`config.mk`:
```
export PLATFORM = sky130hd
export DESIGN_NAME = i2c_register_master
export DESIGN_NICKNAME = d
export VERILOG_FILES = /design/src/rtl/i2crm_pkg.sv /design/src/rtl/i2crm_seq.sv /design/src/rtl/i2c_register_master.sv
export SDC_FILE = /design/constraint.sdc
export NUM_CORES = 1
export LEC_CHECK = 0
export CELL_PAD_IN_SITES_DETAIL_PLACEMENT = 1
export CELL_PAD_IN_SITES_GLOBAL_PLACEMENT = 2
export CORE_UTILIZATION = 38
export DETAILED_ROUTE_END_ITERATION = 7
export DONT_BUFFER_PORTS = 1
export PLACE_DENSITY_LB_ADDON = 0.1
export SLEW_MARGIN = 20
export SYNTH_ARGS = -nofsm -noshare
export SYNTH_HDL_FRONTEND = slang
export SYNTH_HIERARCHICAL = 1
export SYNTH_SLANG_ARGS = --single-unit
```
`constraint.sdc`:
```
create_clock -name clk -period 5 [get_ports clk]
set_input_delay 0.5 -clock clk [delete_from_list [all_inputs] [get_ports clk]]
set_output_delay 0.5 -clock clk [all_outputs]
set_load 0.02 [all_outputs]
```
`src/rtl/i2crm_pkg.sv`:
```
// Shared types and codes for the I2C register master.
`timescale 1ns / 1ps

package i2crm_pkg;

    localparam logic [1:0] CMD_WRITE = 2'd1;
    localparam logic [1:0] CMD_READ  = 2'd2;

    localparam logic [1:0] STATUS_OK        = 2'd0;
    localparam logic [1:0] STATUS_SDA_LOW   = 2'd1;
    localparam logic [1:0] STATUS_SDA_STUCK = 2'd2;
    localparam logic [1:0] STATUS_ADDR_NACK = 2'd3;

    localparam logic [7:0] PHASE_TICKS_RESET = 8'd7;

    typedef struct packed {
        logic       scl_out;
        logic       sda_out;
        logic       busy_res;
        logic [7:0] rd_data;
        logic       rd_valid;
        logic       rd_last;
        logic       done_res;
        logic [1:0] status;
    } result_t;

endpackage

```
`src/rtl/i2crm_seq.sv`:
```
// Bus sequencer: state registers and per-tick next-state logic.
`timescale 1ns / 1ps

module i2crm_seq (
    input  logic                clk,
    input  logic                rst_n,
    input  logic                advance,
    input  logic [1:0]          cmd,
    input  logic [6:0]          dev_addr,
    input  logic [7:0]          reg_addr,
    input  logic [7:0]          wr_data,
    input  logic [7:0]          rd_len,
    input  logic                sda_in,
    input  logic [7:0]          phase_ticks,
    output i2crm_pkg::result_t  result
);

    typedef enum logic [4:0] {
        ST_IDLE, ST_SA, ST_SB, ST_SC,
        ST_TXL, ST_TXD, ST_TXH,
        ST_WAL, ST_WAR, ST_WAH,
        ST_RXL, ST_RXH,
        ST_AKL, ST_AKD, ST_AKH, ST_AKE,
        ST_PA, ST_PB, ST_PC, ST_PD
    } step_t;

    typedef enum logic [1:0] {
        STAGE_ADDR_W, STAGE_REG, STAGE_DATA, STAGE_ADDR_R
    } stage_t;

    typedef struct packed {
        step_t      step;
        logic [7:0] timer;
        logic [3:0] bit_index;
        logic [7:0] shift_byte;
        logic [7:0] bytes_left;
        logic [6:0] device;
        logic [7:0] register;
        logic [7:0] value;
        logic       read_mode;
        logic       scl_level;
        logic       sda_level;
        stage_t     stage;
    } state_t;

    localparam state_t STATE_RESET = '{
        step:       ST_IDLE,
        timer:      8'd0,
        bit_index:  4'd0,
        shift_byte: 8'd0,
        bytes_left: 8'd0,
        device:     7'd0,
        register:   8'd0,
        value:      8'd0,
        read_mode:  1'b0,
        scl_level:  1'b1,
        sda_level:  1'b1,
        stage:      STAGE_ADDR_W
    };

    state_t state_reg;
    state_t state_next;

    always_comb
    begin
        step_t      ent;
        logic       do_enter;
        logic [7:0] timer_dec;
        logic [3:0] bit_inc;
        logic       first;

        state_next = state_reg;
        result     = '0;
        ent        = ST_IDLE;
        do_enter   = 1'b0;
        timer_dec  = (state_reg.timer != 8'd0) ? state_reg.timer - 8'd1 : 8'd0;
        bit_inc    = state_reg.bit_index + 4'd1;
        first      = (state_reg.stage == STAGE_ADDR_W);

        if (advance)
        begin
            if (state_reg.step == ST_IDLE)
            begin
                if (cmd == i2crm_pkg::CMD_WRITE || cmd == i2crm_pkg::CMD_READ)
                begin
                    state_next.device     = dev_addr;
                    state_next.register   = reg_addr;
                    state_next.value      = wr_data;
                    state_next.read_mode  = (cmd == i2crm_pkg::CMD_READ);
                    state_next.bytes_left = (cmd == i2crm_pkg::CMD_READ) ? rd_len : 8'd0;
                    state_next.stage      = STAGE_ADDR_W;
                    state_next.bit_index  = 4'd0;
                    state_next.shift_byte = {dev_addr, 1'b0};
                    ent      = ST_SA;
                    do_enter = 1'b1;
                end
            end
            else
            begin
                state_next.timer = timer_dec;
                if (timer_dec == 8'd0)
                begin
                    do_enter = 1'b1;
                    unique case (state_reg.step)
                        ST_SA:
                        begin
                            if (first && !sda_in)
                            begin
                                do_enter         = 1'b0;
                                state_next.step  = ST_IDLE;
                                result.done_res  = 1'b1;
                                result.status    = i2crm_pkg::STATUS_SDA_LOW;
                            end
                            else
                                ent = ST_SB;
                        end
                        ST_SB:
                        begin
                            if (first && sda_in)
                            begin
                                do_enter         = 1'b0;
                                state_next.step  = ST_IDLE;
                                result.done_res  = 1'b1;
                                result.status    = i2crm_pkg::STATUS_SDA_STUCK;
                            end
                            else
                                ent = ST_SC;
                        end
                        ST_SC:
                        begin
                            state_next.bit_index = 4'd0;
                            ent = ST_TXL;
                        end
                        ST_TXL: ent = ST_TXD;
                        ST_TXD: ent = ST_TXH;
                        ST_TXH:
                        begin
                            if (bit_inc[3])
                            begin
                                state_next.bit_index = 4'd0;
                                ent = ST_WAL;
                            end
                            else
                            begin
                                state_next.bit_index = bit_inc;
                                ent = ST_TXL;
                            end
                        end
                        ST_WAL: ent = ST_WAR;
                        ST_WAR: ent = ST_WAH;
                        ST_WAH:
                        begin
                            state_next.scl_level = 1'b0;
                            if (state_reg.stage == STAGE_ADDR_W)
                            begin
                                if (sda_in)
                                    ent = ST_PA;
                                else
                                begin
                                    state_next.stage      = STAGE_REG;
                                    state_next.shift_byte = state_reg.register;
                                    ent = ST_TXL;
                                end
                            end
                            else if (state_reg.stage == STAGE_REG)
                            begin
                                if (state_reg.read_mode)
                                begin
                                    state_next.stage      = STAGE_ADDR_R;
                                    state_next.shift_byte = {state_reg.device, 1'b1};
                                    ent = ST_SA;
                                end
                                else
                                begin
                                    state_next.stage      = STAGE_DATA;
                                    state_next.shift_byte = state_reg.value;
                                    ent = ST_TXL;
                                end
                            end
                            else if (state_reg.stage == STAGE_ADDR_R
                                     && state_reg.bytes_left != 8'd0)
                            begin
                                state_next.bit_index  = 4'd0;
                                state_next.shift_byte = 8'd0;
                                ent = ST_RXL;
                            end
                            else
                                ent = ST_PA;
                        end
                        ST_RXL: ent = ST_RXH;
                        ST_RXH:
                        begin
                            state_next.shift_byte = {state_reg.shift_byte[6:0], sda_in};
                            if (bit_inc[3])
                            begin
                                state_next.bit_index = 4'd0;
                                result.rd_data  = {state_reg.shift_byte[6:0], sda_in};
                                result.rd_valid = 1'b1;
                                result.rd_last  = (state_reg.bytes_left == 8'd1);
                                ent = ST_AKL;
                            end
                            else
                            begin
                                state_next.bit_index = bit_inc;
                                ent = ST_RXL;
                            end
                        end
                        ST_AKL: ent = ST_AKD;
                        ST_AKD: ent = ST_AKH;
                        ST_AKH: ent = ST_AKE;
                        ST_AKE:
                        begin
                            if (state_reg.bytes_left != 8'd0)
                                state_next.bytes_left = state_reg.bytes_left - 8'd1;
                            if (state_next.bytes_left == 8'd0)
                                ent = ST_PA;
                            else
                            begin
                                state_next.shift_byte = 8'd0;
                                ent = ST_RXL;
                            end
                        end
                        ST_PA: ent = ST_PB;
                        ST_PB: ent = ST_PC;
                        ST_PC: ent = ST_PD;
                        default:
                        begin
                            // stop complete (or unknown step): back to idle
                            do_enter         = 1'b0;
                            state_next.step  = ST_IDLE;
                            state_next.timer = 8'd0;
                            result.done_res  = 1'b1;
                            if (state_reg.step == ST_PD && first)
                                result.status = i2crm_pkg::STATUS_ADDR_NACK;
                            else
                                result.status = i2crm_pkg::STATUS_OK;
                        end
                    endcase
                end
            end
        end

        if (do_enter)
        begin
            state_next.step = ent;
            unique case (ent)
                ST_SA:
                begin
                    state_next.sda_level = 1'b1;
                    state_next.scl_level = 1'b1;
                end
                ST_SB, ST_SC, ST_PB: state_next.sda_level = 1'b0;
                ST_TXL, ST_WAL, ST_AKL, ST_AKE, ST_PA: state_next.scl_level = 1'b0;
                ST_TXD:
                begin
                    state_next.sda_level  = state_next.shift_byte[7];
                    state_next.shift_byte = {state_next.shift_byte[6:0], 1'b0};
                end
                ST_TXH, ST_WAH, ST_RXH, ST_AKH, ST_PC: state_next.scl_level = 1'b1;
                ST_WAR, ST_PD: state_next.sda_level = 1'b1;
                ST_RXL:
                begin
                    state_next.sda_level = 1'b1;
                    state_next.scl_level = 1'b0;
                end
                // last received byte gets no acknowledge
                ST_AKD: state_next.sda_level = (state_next.bytes_left == 8'd1);
                default: ;
            endcase
            state_next.timer = (phase_ticks == 8'd0) ? 8'd1 : phase_ticks;
        end

        result.scl_out  = state_next.scl_level;
        result.sda_out  = state_next.sda_level;
        result.busy_res = (state_next.step != ST_IDLE);
    end

    always_ff @(posedge clk or negedge rst_n)
    begin
        if (!rst_n)
            state_reg <= STATE_RESET;
        else
            state_reg <= state_next;
    end

endmodule

```
`src/rtl/i2c_register_master.sv`:
```
// I2C register master: handshake, phase length register and result register.
// A tick's result is registered into the output register when the tick is accepted.
// Throughput: one tick per cycle while the output is not stalled; the sequencer step
// logic sits between the state registers and the result register.
// Reset: asynchronous, active low; sequencer idles with SCL and SDA released,
// phase length returns to 7, the output valid flag clears (result register is not reset).
`timescale 1ns / 1ps

module i2c_register_master (
    input  logic       clk,
    input  logic       rst_n,
    input  logic       in_valid,
    output logic       in_stall,
    input  logic [1:0] cmd,
    input  logic [6:0] dev_addr,
    input  logic [7:0] reg_addr,
    input  logic [7:0] wr_data,
    input  logic [7:0] rd_len,
    input  logic       sda_in,
    output logic       out_valid,
    input  logic       out_stall,
    output logic       scl_out,
    output logic       sda_out,
    output logic       busy_res,
    output logic [7:0] rd_data,
    output logic       rd_valid,
    output logic       rd_last,
    output logic       done_res,
    output logic [1:0] status,
    input  logic       cfg_valid,
    output logic       cfg_ready,
    input  logic [7:0] cfg_data
);

    logic [7:0]          phase_ticks_val_reg;
    logic                out_valid_reg;
    logic                out_valid_next;
    logic                accept;
    i2crm_pkg::result_t  step_result;
    i2crm_pkg::result_t  result_reg;

    assign cfg_ready = 1'b1;
    assign in_stall  = out_valid_reg && out_stall;
    assign accept    = in_valid && !in_stall;

    always_comb
    begin
        out_valid_next = out_valid_reg;
        if (accept)
            out_valid_next = 1'b1;
        else if (!out_stall)
            out_valid_next = 1'b0;
    end

    i2crm_seq u_seq (
        .clk         (clk),
        .rst_n       (rst_n),
        .advance     (accept),
        .cmd         (cmd),
        .dev_addr    (dev_addr),
        .reg_addr    (reg_addr),
        .wr_data     (wr_data),
        .rd_len      (rd_len),
        .sda_in      (sda_in),
        .phase_ticks (phase_ticks_val_reg),
        .result      (step_result)
    );

    always_ff @(posedge clk or negedge rst_n)
    begin
        if (!rst_n)
        begin
            phase_ticks_val_reg <= i2crm_pkg::PHASE_TICKS_RESET;
            out_valid_reg       <= 1'b0;
        end
        else
        begin
            if (cfg_valid && cfg_ready)
                phase_ticks_val_reg <= cfg_data;
            out_valid_reg <= out_valid_next;
        end
    end

    always_ff @(posedge clk)
    begin
        if (accept)
            result_reg <= step_result;
    end

    assign out_valid = out_valid_reg;
    assign scl_out   = result_reg.scl_out;
    assign sda_out   = result_reg.sda_out;
    assign busy_res  = result_reg.busy_res;
    assign rd_data   = result_reg.rd_data;
    assign rd_valid  = result_reg.rd_valid;
    assign rd_last   = result_reg.rd_last;
    assign done_res  = result_reg.done_res;
    assign status    = result_reg.status;

endmodule
```
-- Word-level counts from Yosys, hierarchy flattened
Cells that the tools add are included.
- register bits after elaboration: 86
- multiplexer cells: 76
- bitwise gates (word level): 3
- reduce and logical (&&, ||, !) cells: 36
- add/subtract/negate cells: 3
- equal/unequal tests: 51
- operators by type and width (cell ; count):
    8-bit two-way mux ; 17
    5-bit one-hot mux with 18 select lines ; 1
    5-bit by 4-bit == test with 1-bit output (second input constant) ; 16
    58-bit two-way mux ; 1
    5-bit two-way mux ; 10
    44-bit two-way mux ; 1
    5-bit by 3-bit == test with 1-bit output (second input constant) ; 8
    5-bit == test (second input constant) ; 8
    33-bit two-way mux ; 1
    13-bit two-way mux ; 2
    2-bit two-way mux ; 13
    8-bit logical NOT ; 3
    24-bit two-way mux ; 1
    8-bit one-hot mux with 3 select lines ; 1
    5-bit by 2-bit == test with 1-bit output (second input constant) ; 4
    20-bit two-way mux ; 1
    18-bit OR reduction ; 1
    8-bit by 1-bit == test with 1-bit output (second input constant) ; 2
    8-bit nonzero test ; 2
    16-bit OR reduction ; 1
    8-bit by 1-bit subtractor with 8-bit output (second input constant) ; 2
    3-bit two-way mux ; 5
    5-bit one-hot mux with 3 select lines ; 1
    1-bit two-way mux ; 13
    34 further kinds ; 54

-- Longest topological paths before layout
Gate-level depths: netlist (run 1).
- word-level depth: 16
- gate-level depth with buffers: 13

-- Hierarchy
The synthesis (run 1) kept the hierarchy.
- modules (own cells, without submodules) (module ; cells an instance ; area each (um^2) ; times used):
    i2crm_seq ; 555 ; 4410.5 ; 1
    i2c_register_master ; 39 ; 873.3 ; 1

-- Worst setup path after synthesis (run 1)
Ideal clock, no wire load.
- kind: in2reg
- start point: in in_valid
- end point: reg result_reg, in the netlist sda_out, data pin
- cell stages on the path: 10
- library setup time: 0.251 ns
- path slack: 0.721 ns
- arrival: 4.028 ns
- data required time: 4.749 ns
- cell sequence: a21boi_0 > nand4_1 > a31oi_1 > o311a_1 > clkbuf_1 > nand2_1 > a2bb2oi_1 > nor4_1 > o21ai_1 > buf_4
- RTL lines (item ; line ; text):
    start, declared ; i2c_register_master.sv:12 ; input logic in_valid,
    end signal, assigned ; i2c_register_master.sv:87 ; result_reg <= step_result;
    end, declared ; i2c_register_master.sv:40 ; i2crm_pkg::result_t result_reg;

==> impl_metrics.yaml, run 1 <==
die:
  chipWidth_um: 120
  io_pins: 66
  start_util_pct: 39.4
  die_y_um: 120
  dieArea_um2: 14400
  num_rows: 42
  core-area_um2: 13400
setup_path:
  critPathSlowestCell: "nor3b_2"
  worstPathRequired_ns: 5.08
  crit_path_start_kind: "flip-flop"
  path_depth: 10
  crit_start: "u_seq/state_reg[28]$_DFF_PN0_"
  crit_path_end_kind: "flip-flop"
  critPathTopFamily: "simple AND/OR/NAND/NOR gates"
  setup.worst_path.end: "sda_out$_DFFE_PP_"
  timing.rr.end: "sda_out$_DFFE_PP_"
  crit_type: "flip-flop to flip-flop"
  arrival_ns: 3.81
  max_stage_delay_ns: 0.52
  reg2regPathDepth: 10
  path_cells: "inv_1 > ha_1 > nor3b_2 > a21oi_1 > o31a_1 > or3_1 > o41ai_1 > nor3_1 > nor4_1 > o21ai_1"
  worstReg2RegStart: "u_seq/state_reg[28]$_DFF_PN0_"
  cp_max_fo: 9
  r2r_slack_ns: 1.26
  cp_num_buf_inv: 1
global_route:
  grt_max_degree: 67
  grt_pass1_wl_um: 26400
  grt_util_met2_pct: 37.8
  antenna_found_initial: 0
  track_usage_pct: 23.8
  grt_util_met1_pct: 32.5
  grt.overflow.total: 0
  grt_pass1_vias: 4759
  grt_busiest_layer: "met2"
  groute.layer.met3.usage_pct: 3.85
clocking:
  numCtsBuffers: 9
  worstSkewPairLatency_ns: 0.35
  postCtsHoldBufs: 2
  cts_root_buffer: "clkbuf_16"
  clk_pin_slew_ns: 0.07
  post_cts.repair.setup_buffers: 0
  cts_tree: "yes"
  cts_resized: 0
  cts_buffer_depth: 2
  htree_levels: 3
  cts.sinks: 85
finish:
  post-route-util_pct: 42.8
  final_nets: 629
  layout_commonest_cell: "nand2_1"
  final_area_um2: 5730
  diodes: 0
  largest_reg_flops: 60
  fillCellCount: 1579
  multi_input_area_um2: 2820
  drive_above_1_share_pct: 9.47
  seq_area_um2: 2210
  final_cell_mix: "nand2_1, dfrtp_1, a21oi_1"
  syn2layout_area_growth_pct: 8.43
place:
  routabilityCongestion: 0.862
  place_hpwl_um: 11700
  numPortBuffers: 0
  place_area_um2: 5380
sta:
  finalSetupTns_ns: 0
  clock.fmax_mhz: 268
  slew_viol_final: 0
  setup_viol: 0
  fin_crit_sh_pct: 74.7
  rsz0062_at_grt: "no"
  worst_pin_slew_ns: 1.16
  post-route-min-period_ns: 3.74
  fin_skew_ns: 0.0103
  max_slew_margin_pct: 21.9
  hold_viol_final: 0
detailed_routing:
  dr.pass1.iters: 4
  wl_um: 16100
  vias: 4545
  drc: 0
  drt_iter0_drc: 272
  drtAntennaViolNets: 0
  via_per_inst: 6.00
  wl_per_cell_um: 21.3
power_and_ir_drop:
  powerDensity_nw_per_um2: 501
  peakVddDrop_uv: 227
  leakagePower_nw: 2.45
synthesis:
  synthArstFlopShare_pct: 81.2
  ys_dominant_reg_cell: "dfrtp_1"
  synth_area_um2: 5280
  synth_edf_count: 16
  synth_area_per_cell_um2: 8.90
  synth_warnings: 6
  yosysSeqAreaShare_pct: 41.9
  synth_nets: 647
  ys_types: 81
  yosys_register_bits: 85
  syn_inst: 594
job:
  cap_violations: 0
hold_path:
  worstHoldPathType: "primary input to async pin"
run_status:
  status: "complete, no violations"
## per-stage QoR
step                      setup slack, ns  hold WS [ns]  power, mW  instances
after floorplan                     0.721         0.204       1.86        594
after global placement               1.55         0.208       2.12        739
after detailed placement             1.31         0.208       2.14        739
after CTS                            1.30        0.0346       2.88        757
after global routing                0.985        0.0418       3.06        757
final                                1.26        0.0234       2.87        757
## area by class of cell
type | instances | area share, %
sequential | 85 | 38.6
inverter | 20 | 1.31
timing repair buffer | 10 | 1.70
clock inverter | 7 | 1.44
tap | 176 | 3.84
multi-input combinational | 450 | 49.1
clock buffer | 9 | 3.93
## power breakdown
group / switching (mW) / total (mW) / internal, mW
Combinational: 0.611 / 1.01 / 0.395
Sequential: 0.248 / 1.15 / 0.901
Clock: 0.317 / 0.712 / 0.396
## how the worst min path moves through the flow
stage,start,endpoint,depth (start not counted)
after floorplan,rst_n,out_valid$_DFFE_PN0P_,0
after global placement,rst_n,u_seq/state_reg[31]$_DFF_PN0_,0
after detailed placement,rst_n,u_seq/state_reg[29]$_DFF_PN0_,0
after CTS,rst_n,u_seq/state_reg[31]$_DFF_PN0_,1
after global routing,rst_n,u_seq/state_reg[31]$_DFF_PN0_,1
final,rst_n,u_seq/state_reg[31]$_DFF_PN0_,1
## logic make-up after synthesis
family | count (synthesis) | synth area share (%)
AOI/OAI and AO/OA | 160 | 21.1
xor gates and xnor gates | 6 | 0.995
adders and majority gates | 6 | 1.42
buffers and inverters | 59 | 5.04
DFF | 85 | 41.9
muxes | 26 | 5.68
other | 1 | 0.0710
and+or+nand+nor | 251 | 23.8
## per-layer routing
metal | vias up | wire length, um | part of all wire, %
met1 | 2281 | 7480 | 46
met4 | 0 | 363 | 2.3
met2 | 85 | 7650 | 47
met3 | 23 | 642 | 4.0
li1 | 2156 | - | -
met5 | - | 0 | 0
## synth_stat cells (6+ instances only)
cell type / number / area [um2]
a21o_1: 10 / 75.1
a21oi_1: 28 / 140
a22oi_1: 9 / 67.6
a31oi_1: 6 / 37.5
and2_1: 12 / 75.1
buf_2: 9 / 45.0
clkbuf_1: 23 / 86.3
dfrtp_1: 64 / 1600
edfxtp_1: 16 / 480
ha_1: 6 / 75.1
inv_1: 20 / 75.1
mux2_4: 8 / 120
mux2i_1: 18 / 180
nand2_1: 112 / 420
nand3_1: 13 / 65.1
nor2_1: 27 / 101
nor3_1: 26 / 130
nor4_1: 8 / 50.1
o21ai_0: 18 / 90.1
o21ai_1: 9 / 45.0
o221ai_1: 8 / 70.1
o22ai_1: 22 / 138
or3_1: 7 / 43.8
(Power assumes the default switching activity.)
==> inputs of run 2 (changes only) <==
Settings changed: CORE_UTILIZATION 38 to 36.
Clock period 5 ns to 3.3 ns, I/O delays scaled along.
==> run 2 against run 1 <==
Compared with the run above: global-route usage fell by 0.80 points; combinational power rose by 73%; routed wire length is 3.0% higher; design area is 5.9% higher; sequential share of layout area is 2.2 points lower; maximum frequency increased by 22%; sequential cell count is the same; sequential power grew 48%; final cell count increased by 5.5%; first-iteration DRC count rose by 12%; via count up 2.9%; critical path type unchanged; largest power group is now combinational cells; highest routed layer unchanged.
==> impl_metrics.yaml, run 2 (same netlist as run 1, synthesis figures left out) <==
run_status:
  status: "complete, no violations"
setup_path:
  reg2regPathDepth: 10
  arrival_ns: 3.26
  timing.rr.end: "u_seq/state_reg[43]$_DFF_PN0_"
  r2r_slack_ns: 0.24
  crit_path_start_kind: "flip-flop"
  crit_path_end_kind: "flip-flop"
  worstPathRequired_ns: 3.49
  cp_max_fo: 10
  crit_type: "flip-flop to flip-flop"
  worstReg2RegStart: "u_seq/state_reg[48]$_DFFE_PN0P_"
clocking:
  cts_buffer_depth: 2
  numCtsBuffers: 9
  worstSkewPairLatency_ns: 0.34
  cts_root_buffer: "clkbuf_16"
  cts_tree: "yes"
  htree_levels: 3
  clk_pin_slew_ns: 0.07
  cts.sinks: 85
global_route:
  grt.overflow.total: 0
  antenna_found_initial: 0
  grt_max_degree: 70
  grt_pass1_vias: 4749
  track_usage_pct: 23.0
  grt_pass1_wl_um: 26500
sta:
  fin_crit_sh_pct: 92.8
  slew_viol_final: 0
  rsz0062_at_grt: "no"
  worst_pin_slew_ns: 0.826
  clock.fmax_mhz: 326
  max_slew_margin_pct: 44.9
  post-route-min-period_ns: 3.06
  hold_viol_final: 0
  fin_skew_ns: 0.00956
  finalSetupTns_ns: 0
  setup_viol: 0
die:
  start_util_pct: 37.5
  dieArea_um2: 15200
  num_rows: 43
  io_pins: 66
  die_y_um: 123
  core-area_um2: 14100
  chipWidth_um: 123
finish:
  syn2layout_area_growth_pct: 14.8
  seq_area_um2: 2210
  multi_input_area_um2: 2850
  layout_commonest_cell: "nand2_1"
  fillCellCount: 1654
  largest_reg_flops: 60
  drive_above_1_share_pct: 15.3
  final_nets: 667
  diodes: 0
  final_cell_mix: "nand2_1, dfrtp_1, buf_4"
hold_path:
  hold_start: "in_valid"
  min_to: "out_valid$_DFFE_PN0P_"
  min_path_cells: 1
  worstHoldPathType: "primary input to flip-flop"
place:
  numPortBuffers: 0
  place_hpwl_um: 12400
  routabilityCongestion: 0.893
detailed_routing:
  drt_iter0_drc: 305
  wl_um: 16600
  drtAntennaViolNets: 0
  wl_per_cell_um: 20.8
  dr.pass1.iters: 4
  vias: 4675
  via_per_inst: 5.85
  drc: 0
power_and_ir_drop:
  total_power_mw: 4.56
  leakagePower_nw: 2.67
  powerDensity_nw_per_um2: 752
  peakVddDrop_uv: 278
job:
  cap_violations: 0
==> run 2: changes by cell type in the layout (fill, tap and decap cells not counted), sizes merged <==
cell,change
clkinvlp,-1
inv,-2
clkinv,+2
buf,+38
bufinv,+1
==> run 2: report_power, final <==
part           internal (mW)  switching, mW  total [mW]
Clock                  0.667          0.447        1.11
Sequential              1.37          0.329        1.70
Combinational          0.733           1.02        1.75
==> run 2: final cells by class <==
cell class	count	area share, %
Clock inverter	7	1.63
Tap cell	180	3.71
Sequential cell	85	36.5
Inverter	20	1.24
Multi-Input combinational cell	450	46.9
Timing Repair Buffer	48	6.31
Clock buffer	9	3.71
==> run 2: timing repair <==
| item | CTS | global route |
|---|---|---|
| gates resized for setup | 0 | 4 |
| endpoints found under the hold margin | 69 | 0 |
| setup buffers | 0 | 1 |
| setup endpoints to repair | 0 | 1 |
| hold buffers | 2 | 0 |
==> run 2: stage by stage <==
stage	instance area [um2]	utilization, %	hold slack [ns]	instances	setup slack (ns)
detailed placement	5670	40.2	0.0375	780	0.126
finish	6070	43.0	0.0759	799	0.236
floorplan	5290	-	0.0344	594	0.0449
CTS	6030	42.8	0.0676	798	0.103
global placement	5670	40.2	0.0375	780	0.201
global route	6070	43.0	0.0671	799	0.0100
==> run 2: how the worst max path moves through the flow <==
stage,startpoint,endpoint,slack (ns),cells past startpoint
after floorplan,u_seq/state_reg[48]$_DFFE_PN0P_,sda_out$_DFFE_PP_,0.04,13
after global placement,u_seq/state_reg[48]$_DFFE_PN0P_,sda_out$_DFFE_PP_,0.20,10
after detailed placement,u_seq/state_reg[48]$_DFFE_PN0P_,sda_out$_DFFE_PP_,0.13,10
after CTS,u_seq/state_reg[48]$_DFFE_PN0P_,sda_out$_DFFE_PP_,0.10,10
after global routing,u_seq/state_reg[29]$_DFF_PN0_,sda_out$_DFFE_PP_,0.01,10
final,u_seq/state_reg[48]$_DFFE_PN0P_,u_seq/state_reg[43]$_DFF_PN0_,0.24,10
==> run 2: per-layer routing <==
layer	share of wire, %	wire length (um)	global-route usage, %
met1	48	7930	32.2
met2	47	7780	36.4
met3	4.0	659	3.55
met4	1.5	245	7.00
met5	0	0	0
==> run 2: worst max-delay path, stage by stage (launching register included) <==
cell	delay [ns]
dfrtp_1	0.35
inv_1	0.06
ha_1	0.20
o21bai_1	0.15
a211o_1	0.35
a32o_2	0.34
or4_4	0.59
nor2_1	0.27
o21ai_2	0.14
a22oi_1	0.31
mux2i_1	0.16
